==> src/rtl/door_push_gesture_detector_macros.svh <==
// Assertion macros for the door push gesture detector.
// Expects clk and rst_n in the scope of each use.
`ifndef DOOR_PUSH_GESTURE_DETECTOR_MACROS_SVH
`define DOOR_PUSH_GESTURE_DETECTOR_MACROS_SVH

// Check that a condition holds at every clock edge out of reset.
`define DPGD_ASSERT_ALWAYS(lbl, cond, msg) \
    lbl: assert property (@(posedge clk) disable iff (!rst_n) (cond)) else $error(msg);

// Check that a condition on one edge implies another on the next edge.
`define DPGD_ASSERT_NEXT(lbl, ante, cons, msg) \
    lbl: assert property (@(posedge clk) disable iff (!rst_n) (ante) |=> (cons)) \
        else $error(msg);

`endif

==> src/rtl/dpgd_pkg.sv <==
// Package for the door push gesture detector: field widths, register
// indexes, reset values and the register file type. No dependencies.
`timescale 1ns / 1ps

package dpgd_pkg;

    localparam int POS_W       = 16;
    localparam int TICKS_W     = 16;
    localparam int CNT_W       = 8;
    localparam int CFG_IDX_W   = 3;
    localparam int CFG_DATA_W  = 16;

    localparam int FIRST_CHECK_TICK_DEF = 32;
    localparam int WINDOW_END_TICK_DEF  = 64;

    localparam logic [CFG_IDX_W-1:0] REG_ZONE_UPPER_LIMIT    = 3'd0;
    localparam logic [CFG_IDX_W-1:0] REG_SOFT_CLOSE_POSITION = 3'd1;
    localparam logic [CFG_IDX_W-1:0] REG_STOP_TIME_MINIMUM   = 3'd2;
    localparam logic [CFG_IDX_W-1:0] REG_FIRST_MOVE_MIN      = 3'd3;
    localparam logic [CFG_IDX_W-1:0] REG_FIRST_MOVE_MAX      = 3'd4;
    localparam logic [CFG_IDX_W-1:0] REG_SECOND_MOVE_MIN     = 3'd5;
    localparam logic [CFG_IDX_W-1:0] REG_SECOND_MOVE_MAX     = 3'd6;

    localparam logic [CFG_DATA_W-1:0] CFG_MAX_VALUE = {CFG_DATA_W{1'b1}};
    localparam logic [CFG_DATA_W-1:0] CFG_MIN_VALUE = {CFG_DATA_W{1'b0}};

    typedef struct packed {
        logic [POS_W-1:0]   zone_upper_limit;
        logic [POS_W-1:0]   soft_close_position;
        logic [TICKS_W-1:0] stop_time_minimum;
        logic [POS_W-1:0]   first_move_min;
        logic [POS_W-1:0]   first_move_max;
        logic [POS_W-1:0]   second_move_min;
        logic [POS_W-1:0]   second_move_max;
    } cfg_regs_t;

    localparam cfg_regs_t CFG_RESET = '{
        zone_upper_limit:    CFG_MAX_VALUE,
        soft_close_position: CFG_MIN_VALUE,
        stop_time_minimum:   CFG_MIN_VALUE,
        first_move_min:      CFG_MIN_VALUE,
        first_move_max:      CFG_MAX_VALUE,
        second_move_min:     CFG_MIN_VALUE,
        second_move_max:     CFG_MAX_VALUE
    };

endpackage

==> src/rtl/dpgd_if.sv <==
// Channel interfaces for the door push gesture detector: tick input,
// result output and register write. Depends on dpgd_pkg.
`timescale 1ns / 1ps

interface dpgd_sample_if
    import dpgd_pkg::*;
();
    logic               valid;
    logic               ready;
    logic [POS_W-1:0]   door_position;
    logic               motor_stopped;
    logic [TICKS_W-1:0] motor_stop_ticks;

    modport source (output valid, door_position, motor_stopped, motor_stop_ticks,
                    input ready);
    modport sink   (input valid, door_position, motor_stopped, motor_stop_ticks,
                    output ready);
endinterface

interface dpgd_result_if
    import dpgd_pkg::*;
();
    logic             valid;
    logic             ready;
    logic             detected;
    logic [CNT_W-1:0] window_count;

    modport source (output valid, detected, window_count, input ready);
    modport sink   (input valid, detected, window_count, output ready);
endinterface

interface dpgd_cfg_if
    import dpgd_pkg::*;
();
    logic                  valid;
    logic                  ready;
    logic [CFG_IDX_W-1:0]  index;
    logic [CFG_DATA_W-1:0] data;

    modport source (output valid, index, data, input ready);
    modport sink   (input valid, index, data, output ready);
endinterface

==> src/rtl/door_push_gesture_detector.sv <==
// Door push gesture detector (tip-to-run), top level.
// Depends on dpgd_pkg, the channel interfaces in dpgd_if.sv and the macro header.
//
// Usage:
//   sample carries one control tick per beat: door position, motor-stopped
//   flag and motor stop ticks. result returns exactly one beat per tick:
//   the detected flag and the window counter after that tick. cfg writes
//   one of seven 16-bit registers by index; it is always ready, and writes
//   to index 7 are dropped. Write registers only while no tick is in flight.
//   A tick accepted on sample is captured in the input register, evaluated
//   against the window counter and latch, and presented on result from the
//   result register. Throughput: one tick per cycle while result is not
//   stalled; the single evaluation stage between the input register and
//   the result register sets that rate. Reset clears the valid flags of
//   both registers, the counter and latch, and loads register defaults.
//   When result stalls, the result register holds, the input register takes
//   one more tick, and sample.ready then drops until result is taken.
`timescale 1ns / 1ps
`include "door_push_gesture_detector_macros.svh"

module door_push_gesture_detector
    import dpgd_pkg::*;
#(
    parameter int FIRST_CHECK_TICK = FIRST_CHECK_TICK_DEF,
    parameter int WINDOW_END_TICK  = WINDOW_END_TICK_DEF
)
(
    input  logic          clk,
    input  logic          rst_n,
    dpgd_sample_if.sink   sample,
    dpgd_result_if.source result,
    dpgd_cfg_if.sink      cfg
);

    localparam logic [CNT_W-1:0] FIRST_TICK = CNT_W'(FIRST_CHECK_TICK);
    localparam logic [CNT_W-1:0] END_TICK   = CNT_W'(WINDOW_END_TICK);
    localparam logic [CNT_W-1:0] CNT_ONE    = CNT_W'(1);

    cfg_regs_t          cfg_reg;
    cfg_regs_t          cfg_next;

    logic               in_valid_reg;
    logic [POS_W-1:0]   pos_reg;
    logic               stopped_reg;
    logic [TICKS_W-1:0] ticks_reg;

    logic               out_valid_reg;
    logic               detected_reg;
    logic               detected_next;
    logic [CNT_W-1:0]   count_reg;
    logic [CNT_W-1:0]   count_next;
    logic [POS_W-1:0]   latch_reg;
    logic [POS_W-1:0]   latch_next;

    logic               advance;
    logic               in_zone;
    logic [CNT_W-1:0]   count_inc;
    logic [POS_W-1:0]   latch_eff;
    logic               closing;
    logic [POS_W-1:0]   move;

    assign cfg.ready    = 1'b1;
    assign advance      = !out_valid_reg || result.ready;
    assign sample.ready = !in_valid_reg || advance;

    always_comb
    begin
        cfg_next = cfg_reg;
        unique case (cfg.index)
            REG_ZONE_UPPER_LIMIT:    cfg_next.zone_upper_limit    = cfg.data;
            REG_SOFT_CLOSE_POSITION: cfg_next.soft_close_position = cfg.data;
            REG_STOP_TIME_MINIMUM:   cfg_next.stop_time_minimum   = cfg.data;
            REG_FIRST_MOVE_MIN:      cfg_next.first_move_min      = cfg.data;
            REG_FIRST_MOVE_MAX:      cfg_next.first_move_max      = cfg.data;
            REG_SECOND_MOVE_MIN:     cfg_next.second_move_min     = cfg.data;
            REG_SECOND_MOVE_MAX:     cfg_next.second_move_max     = cfg.data;
            default:                 cfg_next = cfg_reg;
        endcase
    end

    always_ff @(posedge clk or negedge rst_n)
    begin
        if (!rst_n)
        begin
            cfg_reg <= CFG_RESET;
        end
        else if (cfg.valid)
        begin
            cfg_reg <= cfg_next;
        end
    end

    always_comb
    begin
        in_zone = (pos_reg < cfg_reg.zone_upper_limit) &&
                  (pos_reg > cfg_reg.soft_close_position) &&
                  stopped_reg && (ticks_reg > cfg_reg.stop_time_minimum);
        count_inc = count_reg + CNT_ONE;
        latch_eff = (count_inc == CNT_ONE) ? pos_reg : latch_reg;
        closing   = latch_eff > pos_reg;
        move      = latch_eff - pos_reg;

        detected_next = 1'b0;
        count_next    = count_reg;
        latch_next    = latch_reg;
        if (!in_zone)
        begin
            count_next = '0;
        end
        else if (count_reg < END_TICK)
        begin
            count_next = count_inc;
            latch_next = latch_eff;
            if ((count_inc == FIRST_TICK) && closing)
            begin
                if (!((move > cfg_reg.first_move_min) && (move < cfg_reg.first_move_max)))
                begin
                    count_next = '0;
                end
                latch_next = pos_reg;
            end
        end
        else
        begin
            count_next = '0;
            if (closing)
            begin
                if ((move > cfg_reg.second_move_min) && (move < cfg_reg.second_move_max))
                begin
                    detected_next = 1'b1;
                end
                else
                begin
                    latch_next = pos_reg;
                end
            end
        end
    end

    always_ff @(posedge clk or negedge rst_n)
    begin
        if (!rst_n)
        begin
            in_valid_reg  <= 1'b0;
            out_valid_reg <= 1'b0;
            count_reg     <= '0;
            latch_reg     <= '0;
        end
        else
        begin
            if (sample.ready)
            begin
                in_valid_reg <= sample.valid;
            end
            if (advance)
            begin
                out_valid_reg <= in_valid_reg;
                if (in_valid_reg)
                begin
                    count_reg <= count_next;
                    latch_reg <= latch_next;
                end
            end
        end
    end

    always_ff @(posedge clk)
    begin
        if (sample.ready && sample.valid)
        begin
            pos_reg     <= sample.door_position;
            stopped_reg <= sample.motor_stopped;
            ticks_reg   <= sample.motor_stop_ticks;
        end
        if (advance && in_valid_reg)
        begin
            detected_reg <= detected_next;
        end
    end

    assign result.valid        = out_valid_reg;
    assign result.detected     = detected_reg;
    assign result.window_count = count_reg;

    `DPGD_ASSERT_ALWAYS(a_count_bound, count_reg <= END_TICK,
        "window counter passed the end tick")
    `DPGD_ASSERT_ALWAYS(a_detect_clears, !(out_valid_reg && detected_reg) || count_reg == '0,
        "detection reported with a nonzero window counter")
    `DPGD_ASSERT_NEXT(a_stage_moves, advance && in_valid_reg, out_valid_reg,
        "evaluated tick did not reach the result register")

endmodule
==> src/flat_wrapper.sv <==
// flat-port wrapper written by rule: the top's interface ports become plain ports
module door_push_gesture_detector_flat import dpgd_pkg::*;
#(
    parameter int FIRST_CHECK_TICK = FIRST_CHECK_TICK_DEF,
    parameter int WINDOW_END_TICK  = WINDOW_END_TICK_DEF
)
  (clk, rst_n, sample_valid, sample_door_position, sample_motor_stopped, sample_motor_stop_ticks, sample_ready, result_valid, result_detected, result_window_count, result_ready, cfg_valid, cfg_index, cfg_data, cfg_ready);
  dpgd_sample_if sample_i ();
  dpgd_result_if result_i ();
  dpgd_cfg_if cfg_i ();
  input  logic clk;
  input  logic rst_n;
  input wire logic [$bits(sample_i.valid)-1:0] sample_valid;
  input wire logic [$bits(sample_i.door_position)-1:0] sample_door_position;
  input wire logic [$bits(sample_i.motor_stopped)-1:0] sample_motor_stopped;
  input wire logic [$bits(sample_i.motor_stop_ticks)-1:0] sample_motor_stop_ticks;
  output wire logic [$bits(sample_i.ready)-1:0] sample_ready;
  output wire logic [$bits(result_i.valid)-1:0] result_valid;
  output wire logic [$bits(result_i.detected)-1:0] result_detected;
  output wire logic [$bits(result_i.window_count)-1:0] result_window_count;
  input wire logic [$bits(result_i.ready)-1:0] result_ready;
  input wire logic [$bits(cfg_i.valid)-1:0] cfg_valid;
  input wire logic [$bits(cfg_i.index)-1:0] cfg_index;
  input wire logic [$bits(cfg_i.data)-1:0] cfg_data;
  output wire logic [$bits(cfg_i.ready)-1:0] cfg_ready;
  assign sample_i.valid = sample_valid;
  assign sample_i.door_position = sample_door_position;
  assign sample_i.motor_stopped = sample_motor_stopped;
  assign sample_i.motor_stop_ticks = sample_motor_stop_ticks;
  assign sample_ready = sample_i.ready;
  assign result_valid = result_i.valid;
  assign result_detected = result_i.detected;
  assign result_window_count = result_i.window_count;
  assign result_i.ready = result_ready;
  assign cfg_i.valid = cfg_valid;
  assign cfg_i.index = cfg_index;
  assign cfg_i.data = cfg_data;
  assign cfg_ready = cfg_i.ready;
  door_push_gesture_detector #(.FIRST_CHECK_TICK(FIRST_CHECK_TICK), .WINDOW_END_TICK(WINDOW_END_TICK)) u_core (.clk(clk), .rst_n(rst_n), .sample(sample_i), .result(result_i), .cfg(cfg_i));
endmodule
==> config.mk <==
export PLATFORM = sky130hd
export DESIGN_NAME = door_push_gesture_detector_flat
export DESIGN_NICKNAME = d
export VERILOG_FILES = /design/src/rtl/dpgd_pkg.sv /design/src/rtl/dpgd_if.sv /design/src/rtl/door_push_gesture_detector.sv /design/src/flat_wrapper.sv
export VERILOG_INCLUDE_DIRS = /design/src /design/src/rtl
export SDC_FILE = /design/constraint.sdc
export NUM_CORES = 1
export LEC_CHECK = 0
export BUFFER_PORTS_ARGS = -buffer_cell sky130_fd_sc_hd__buf_2
export CELL_PAD_IN_SITES_DETAIL_PLACEMENT = 0
export CELL_PAD_IN_SITES_GLOBAL_PLACEMENT = 1
export CORE_ASPECT_RATIO = 0.6
export CORE_MARGIN = 5
export CORE_UTILIZATION = 49
export CTS_CLUSTER_SIZE = 28
export DETAILED_ROUTE_END_ITERATION = 7
export PLACE_DENSITY = 0.92
export SLEW_MARGIN = 25
export SYNTH_ARGS = -nofsm -noshare
export SYNTH_HDL_FRONTEND = slang
export SYNTH_SLANG_ARGS = --single-unit
==> constraint.sdc <==
create_clock -name clk -period 7.24 [get_ports clk]
set_input_delay 1.448 -clock clk [delete_from_list [all_inputs] [get_ports clk]]
set_output_delay 1.448 -clock clk [all_outputs]
set_load 0.03 [all_outputs]
==> summary.md, run 1 <==
| Metric | Value |
|---|---|
| Total congestion overflow | `0` |
| Synth Flop Type | `dfrtp_1` |
| Critical Path Source Type | `flip-flop` |
| Post-synth EDFFs | `34` |
| Peak supply drop | `194 µV` |
| Most frequent cells in the layout | `133 x inv_1, 128 x ha_1, 91 x nand2_1, 90 x dfrtp_1, 74 x o21ai_0` |
| Inst Count DP | `1286` |
| Clock sinks | `172` |
| Initial antenna violation count | `0` |
| Switching share of power | `32.9%` |
| Net count of the mapped netlist | `1147` |
| Cell-internal power | `0.00225 W` |
| Wire per inst | `17.2 µm` |
| Area growth syn-to-layout | `12.3%` |
| Worst setup margin | `0.559 ns` |
| CORE AREA | `20200 µm²` |
| Leakage | `5.31 nW` |
| Worst EP arrival | `7.00 ns` |
| Area of the multi-input gates | `5020 µm²` |
| Worst-path fanout max | `16` |
| Crit. Startpoint | `u_core.result.window_count[0]` |
| DRT iter0 DRCs | `456` |
| Combinational share of power | `33.5%` |
| Remaining DRCs | `0` |
| Synth Instances | `961` |
| Slowest-stage cell, CP | `dfrtp_1` |
| HPWL after DPL | `17500 µm` |
| CTS H-Tree Depth | `4` |
| Die X | `196 µm` |
| Routability Congestion | `0.897` |
| CTS Buf Count | `17` |
| Die area | `23800 µm²` |
| CP max stage delay | `0.48 ns` |
| Place WS | `0.505 ns` |
| Crit-path leading delay family | `compound AO/OA/AOI/OAI gates` |
| Clock power frac | `27.3%` |
| Setup TNS | `0 ns` |
| CTS tree | `yes` |
| Vias in the first global route | `7192` |
| Power Density | `294 nW/µm²` |
| All-Layer GR Usage | `19.9%` |
| First-pass GRT wire length | `37300 µm` |
| Worst Skew | `0.00931 ns` |
| Postcts setup bufs | `0` |
| Final hold violations | `0` |
| Tightest Hold Check Type | `reg2reg` |
| DRT Pass-1 Iters | `4` |
| FP Rows | `40` |
| Sequential power share | `39.2%` |
| Layout cell share with drive strength beyond 1 | `24.4%` |
| #FFs+latches synth | `172` |
| Vias per inst | `5.45` |
| Sequential fraction of the synthesis area | `44.6%` |
| Max frequency | `150 MHz` |
| MaxCap Viol Count | `0` |
| Syn Area/Cell | `10.6 µm²` |
| Crit. End Element | `flip-flop` |
| Clock transition at the registers of the reported paths | `0.07 ns` |
| Initial Util | `50.4%` |
| WL final | `22700 µm` |
| Bufs on Longest Clock Path | `2` |
| # IOs | `69` |
| Hold_sp | `u_core.in_valid_reg` |
| CTS resizes | `0` |
| Finished Layout Cells | `1320` |
| Post-synthesis instance area | `10200 µm²` |
| Largest net degree at the start of global routing | `78` |
| RSZ-0062 raised after global routing | `false` |
| Most common cell after layout, fill and taps aside | `inv_1` |
| Root buf cell | `clkbuf_16` |
| Largest register FFs | `112` |
| Total Nets Final | `1219` |
| Post-route ant nets | `0` |
| Outcome | `finished clean` |
| Final-report setup violation count | `0` |
| Count of input and output buffers | `67` |
| Fraction of registers with async set/reset | `80.2%` |
| Period utilization | `92.3%` |
| WP data required | `7.56 ns` |
| Fillers | `1724` |
| Slew @ Worst Pin | `0.959 ns` |
| CP Class | `reg2reg` |
| Rel. slew slack | `35.7%` |
| Final min period | `6.68 ns` |
| Reg-to-Reg Start | `u_core.result.window_count[0]` |
| CP most frequent cell | `a21oi_1` |
| Clk Latency, worst-skew pair | `0.44 ns` |
| Final slew viol count | `0` |
| DR vias | `7195` |
| Post-synth cell types | `64` |
| Register area | `4530 µm²` |
| Die Span Y | `122 µm` |
| Yosys warnings | `0` |
| CTS Hold Bufs | `0` |
| Net Sw Power | `0.00110 W` |
| WP buf/inv | `2` |
-- stage by stage --
stage          utilization (%)  power [W]  cell area [µm²]  hold WS, ns
2_1_floorplan                -    0.00213            10200        0.457
3_3_place_gp              53.6    0.00239            10800        0.466
3_5_place_dp              53.6    0.00245            10800        0.479
4_1_cts                   56.5    0.00338            11400        0.506
5_1_grt                   56.6    0.00361            11400        0.518
6_report                  56.6    0.00336            11400        0.498
-- cells by family (layout without fill, tap and decap cells) --
group	after synthesis	count (layout)	synth area share, %
AND/OR/NAND/NOR	212	212	10.6
AO/OA/AOI/OAI	192	192	11.8
flip-flops	172	172	44.6
buffers and inverters	157	242	6.12
adder cells (fa/ha/maj)	129	129	16.0
multiplexers	84	84	9.67
XOR/XNOR	14	14	1.21
other	1	2	0.0369
-- power by group through the flow --
stage / clock network (W) / logic [W] / registers (W)
floorplan: 0 / 0.000830 / 0.00130
global route: 0.000981 / 0.00129 / 0.00134
CTS: 0.000939 / 0.00113 / 0.00132
finish: 0.000917 / 0.00113 / 0.00132
global placement: 0 / 0.00107 / 0.00132
detailed placement: 0 / 0.00112 / 0.00133
-- cell usage after synthesis (4+ instances only) --
cell	number	area [µm²]
nor2_1	16	60.1
a21oi_1	45	225
or3_1	4	25.0
mux2_4	10	150
nor2b_1	8	50.1
o21ai_0	74	370
ha_1	128	1600
dfstp_2	48	1260
buf_2	4	20.0
inv_1	133	499
a21o_1	17	128
and3_1	6	37.5
o21a_1	4	30.0
xnor2_1	10	87.6
nor4_1	5	31.3
dfrtp_1	90	2250
o211ai_1	7	52.6
a211oi_1	10	75.1
clkbuf_1	17	63.8
xor2_1	4	35.0
nand2_1	91	342
edfxtp_1	34	1020
nor3_1	10	50.1
nand3_1	20	100
nand2b_1	7	43.8
mux2_2	73	822
nand4_1	24	150
nand4b_1	4	35.0
a2111oi_0	4	35.0
-- final cells by class --
cell class / instances / share of cell area, %
repair buffers: 77 / 3.72
well taps: 273 / 2.99
diodes: 1 / 0.0219
clock buffers: 20 / 3.91
clock inverters: 12 / 1.23
inverters: 133 / 4.38
multi-input cells: 632 / 44.0
flip-flops and latches: 172 / 39.7
-- per-layer routing --
metal  track usage (%)  share of wire, %  wire length [µm]
met5                 0                 0                 0
met3              3.88               5.0              1130
met4              5.01               1.1               261
met1              30.3                52             11700
met2              29.1                42              9600
-- worst register-to-register path: stages (launching register included) --
cell      delay, ns
dfrtp_1        0.48
ha_1           0.28
nand2_1        0.12
nor3_1         0.23
a32oi_1        0.12
nor2_1         0.14
and3_1         0.41
buf_4          0.28
mux2_2         0.36
ha_1           0.33
o21ai_0        0.19
nor2_1         0.08
nor3_1         0.24
o21bai_1       0.09
a21oi_1        0.24
o21ai_0        0.21
o311ai_0       0.39
buf_4          0.21
ha_1           0.26
a21oi_1        0.15
nand2_1        0.07
a21oi_1        0.13
or4b_1         0.44
o211ai_1       0.15
a21oi_1        0.11
a211o_2        0.48
mux2_4         0.37
-- path summary, 6_finish.rpt --
path / endpoint / slack, ns / depth (start not counted)
setup reg to reg: u_core.latch_reg[7] / 0.56 / 26
hold / removal: u_core.result.valid / 0.50 / 1
hold reg to reg: u_core.result.valid / 0.50 / 1
max in group asynchronous: u_core.cfg_reg[80] / 5.17 / 2
setup / recovery: u_core.latch_reg[7] / 0.56 / 26
min in group asynchronous: u_core.cfg_reg[50] / 0.99 / 1
(Power assumes the default switching activity.)
==> inputs of run 2 (changes only) <==
REMOVE_ABC_BUFFERS = 1   (was not set)
SETUP_SLACK_MARGIN = 0.5   (was not set)
==> summary.md, run 2 (synthesis results as in run 1) <==
| Metric | Value |
|---|---|
| Inst Count DP | `1286 (unchanged)` |
| CTS tree | `yes` |
| DRT met1 WL | `11800 µm (+0.74%)` |
| DR vias | `7187 (-0.11%)` |
| Setup TNS | `0 ns (unchanged)` |
| All-Layer GR Usage | `19.8% (-0.060 points)` |
| Outcome | `finished clean` |
| Top sig layer | `met4` |
| MaxCap Viol Count | `0 (unchanged)` |
| Vias in the first global route | `7050 (-2.0%)` |
| # IOs | `69 (unchanged)` |
| Final slew viol count | `0 (unchanged)` |
| Routed wl met3 | `1370 µm (+22%)` |
| DRT iter0 DRCs | `520 (+14%)` |
| Finished Layout Cells | `1319 (-0.076%)` |
| Critical Path Source Type | `flip-flop` |
| Vias per inst | `5.45 (about the same)` |
| WL final | `22900 µm (+0.97%)` |
| Power Density | `298 nW/µm² (+1.2%)` |
| Die Span Y | `122 µm (unchanged)` |
| WL met2 | `9470 µm (-1.4%)` |
| Clock transition at the registers of the reported paths | `0.07 ns (about the same)` |
| Count of input and output buffers | `67 (unchanged)` |
| WP data required | `7.56 ns (about the same)` |
| Postcts setup bufs | `0 (unchanged)` |
| Initial Util | `50.4% (unchanged)` |
| Wire per inst | `17.4 µm (+1.0%)` |
| CTS Buf Count | `17 (unchanged)` |
| Remaining DRCs | `0 (unchanged)` |
| Largest net degree at the start of global routing | `74 (-5.1%)` |
| First-pass GRT wire length | `37100 µm (-0.66%)` |
| Leakage | `5.33 nW (+0.33%)` |
| CTS Hold Bufs | `0 (unchanged)` |
| Area growth syn-to-layout | `12.8%` |
| Slew @ Worst Pin | `1.07 ns (+0.110 ns)` |
| Tightest Hold Check Type | `reg2reg` |
| Total congestion overflow | `0 (unchanged)` |
| Period utilization | `87.3% (-5.0 points)` |
| Die area | `23800 µm² (unchanged)` |
| RSZ-0062 raised after global routing | `false` |
| FP Rows | `40 (unchanged)` |
| Final min period | `6.32 ns (-0.362 ns)` |
| Bufs on Longest Clock Path | `2 (unchanged)` |
| Clk Latency, worst-skew pair | `0.44 ns (about the same)` |
| Routability Congestion | `0.933 (+4.0%)` |
| Worst EP arrival | `6.64 ns (-0.36 ns)` |
| Most frequent cells in the layout | `133 x inv_1, 127 x ha_1, 91 x nand2_1, 88 x dfrtp_1` |
| Total Nets Final | `1219 (unchanged)` |
| Final hold violations | `0 (unchanged)` |
| Layout cell share with drive strength beyond 1 | `25.0% (+0.67 points)` |
| CORE AREA | `20200 µm² (unchanged)` |
| Worst Skew | `0.00691 ns (-0.00240 ns)` |
| Crit. End Element | `flip-flop` |
| Peak supply drop | `200 µV (+2.9%)` |
| Max frequency | `158 MHz (+5.7%)` |
| Final-report setup violation count | `0 (unchanged)` |
| CP Class | `reg2reg` |
| Rel. slew slack | `28.4% (-7.4 points)` |
| Initial antenna violation count | `0 (unchanged)` |
| Clock sinks | `172 (unchanged)` |
| DRT Pass-1 Iters | `6 (+2)` |
| # diodes | `0 (-1)` |
| Worst-path fanout max | `16 (unchanged)` |
| Root buf cell | `clkbuf_16` |
| Most common cell after layout, fill and taps aside | `inv_1` |
| Largest register FFs | `112 (unchanged)` |
| Post-route ant nets | `0 (unchanged)` |
| CTS H-Tree Depth | `4 (unchanged)` |
| Die X | `196 µm (unchanged)` |
| HPWL after DPL | `17300 µm (-1.1%)` |
-- run 2: changes by cell type in the layout (fill, tap and decap cells not counted), sizes merged --
cell | previous run | this run
clkinv | 5 | 2
diode | 1 | 0
clkbuf | 20 | 18
clkinvlp | 2 | 1
inv | 136 | 142
-- run 2: final timing paths --
check                      slack, ns                           from                  end  depth (start not counted)
setup reg to reg                0.92  u_core.result.window_count[0]  u_core.latch_reg[7]                         24
setup / recovery                0.92  u_core.result.window_count[0]  u_core.latch_reg[7]                         24
min in group asynchronous       1.03                          rst_n   u_core.cfg_reg[54]                          1
max in group asynchronous       4.92                          rst_n  u_core.in_valid_reg                          2
hold / removal                  0.49            u_core.in_valid_reg  u_core.result.valid                          1
hold reg to reg                 0.49            u_core.in_valid_reg  u_core.result.valid                          1
-- run 2: per-layer routing --
metal / global-route usage, % / up-vias
li1: - / 3550
met1: 30.2 / 3449
met2: 28.4 / 168
met3: 4.86 / 20
met4: 4.88 / 0
met5: 0 / -
-- run 2: area by class of cell --
| cell class | count | area (µm²) |
|---|---|---|
| clock buffer | 18 | 450 |
| clock inverter | 14 | 168 |
| fill | 1726 | 8720 |
| inverter | 133 | 499 |
| multi-input combinational | 632 | 5040 |
| sequential | 172 | 4540 |
| tap | 273 | 342 |
| timing repair buffer | 77 | 420 |
-- run 2: worst max-delay path, cell delays in order, from the launching register on --
cell and delay (ns):
dfrtp_2 0.45, ha_2 0.26, nand2_1 0.11, or3_1 0.39, a32oi_1 0.18, nor2_1 0.07
and3_2 0.30, mux2_2 0.33, ha_1 0.29, nor2b_1 0.14, o21a_1 0.17, o21ai_0 0.21
a21o_1 0.19, a211oi_1 0.11, or3_1 0.36, a21oi_1 0.18, xnor2_1 0.28, ha_1 0.35
nand4_1 0.16, a2111oi_0 0.09, or4b_1 0.49, o211ai_1 0.19, a21oi_1 0.13, a211o_4 0.41
mux2_4 0.33
-- run 2: power breakdown --
group / total (W) / internal, W / switching, W
registers: 0.00132 / 0.00122 / 0.0000929
logic: 0.00113 / 0.000510 / 0.000622
clock network: 0.000964 / 0.000543 / 0.000421
total: 0.00341 / 0.00228 / 0.00114
-- run 2: timing repair --
| item | in CTS | in global routing |
|---|---|---|
| resized for setup | 1 | 8 |
| hold endpoints to repair | 0 | 0 |
| setup endpoints to repair | 16 | 17 |
-- run 2: per-stage QoR --
stage | power (W) | setup WS, ns | hold slack (ns) | cell area [µm²] | util (%)
after floorplan | 0.00213 | 0.695 | 0.457 | 10000 | -
after global placement | 0.00240 | 0.685 | 0.467 | 10800 | 53.6
after detailed placement | 0.00245 | 0.450 | 0.484 | 10800 | 53.6
after CTS | 0.00343 | 0.505 | 0.497 | 11400 | 56.6
after global routing | 0.00366 | 0.538 | 0.519 | 11500 | 56.8
final | 0.00341 | 0.920 | 0.494 | 11500 | 56.8
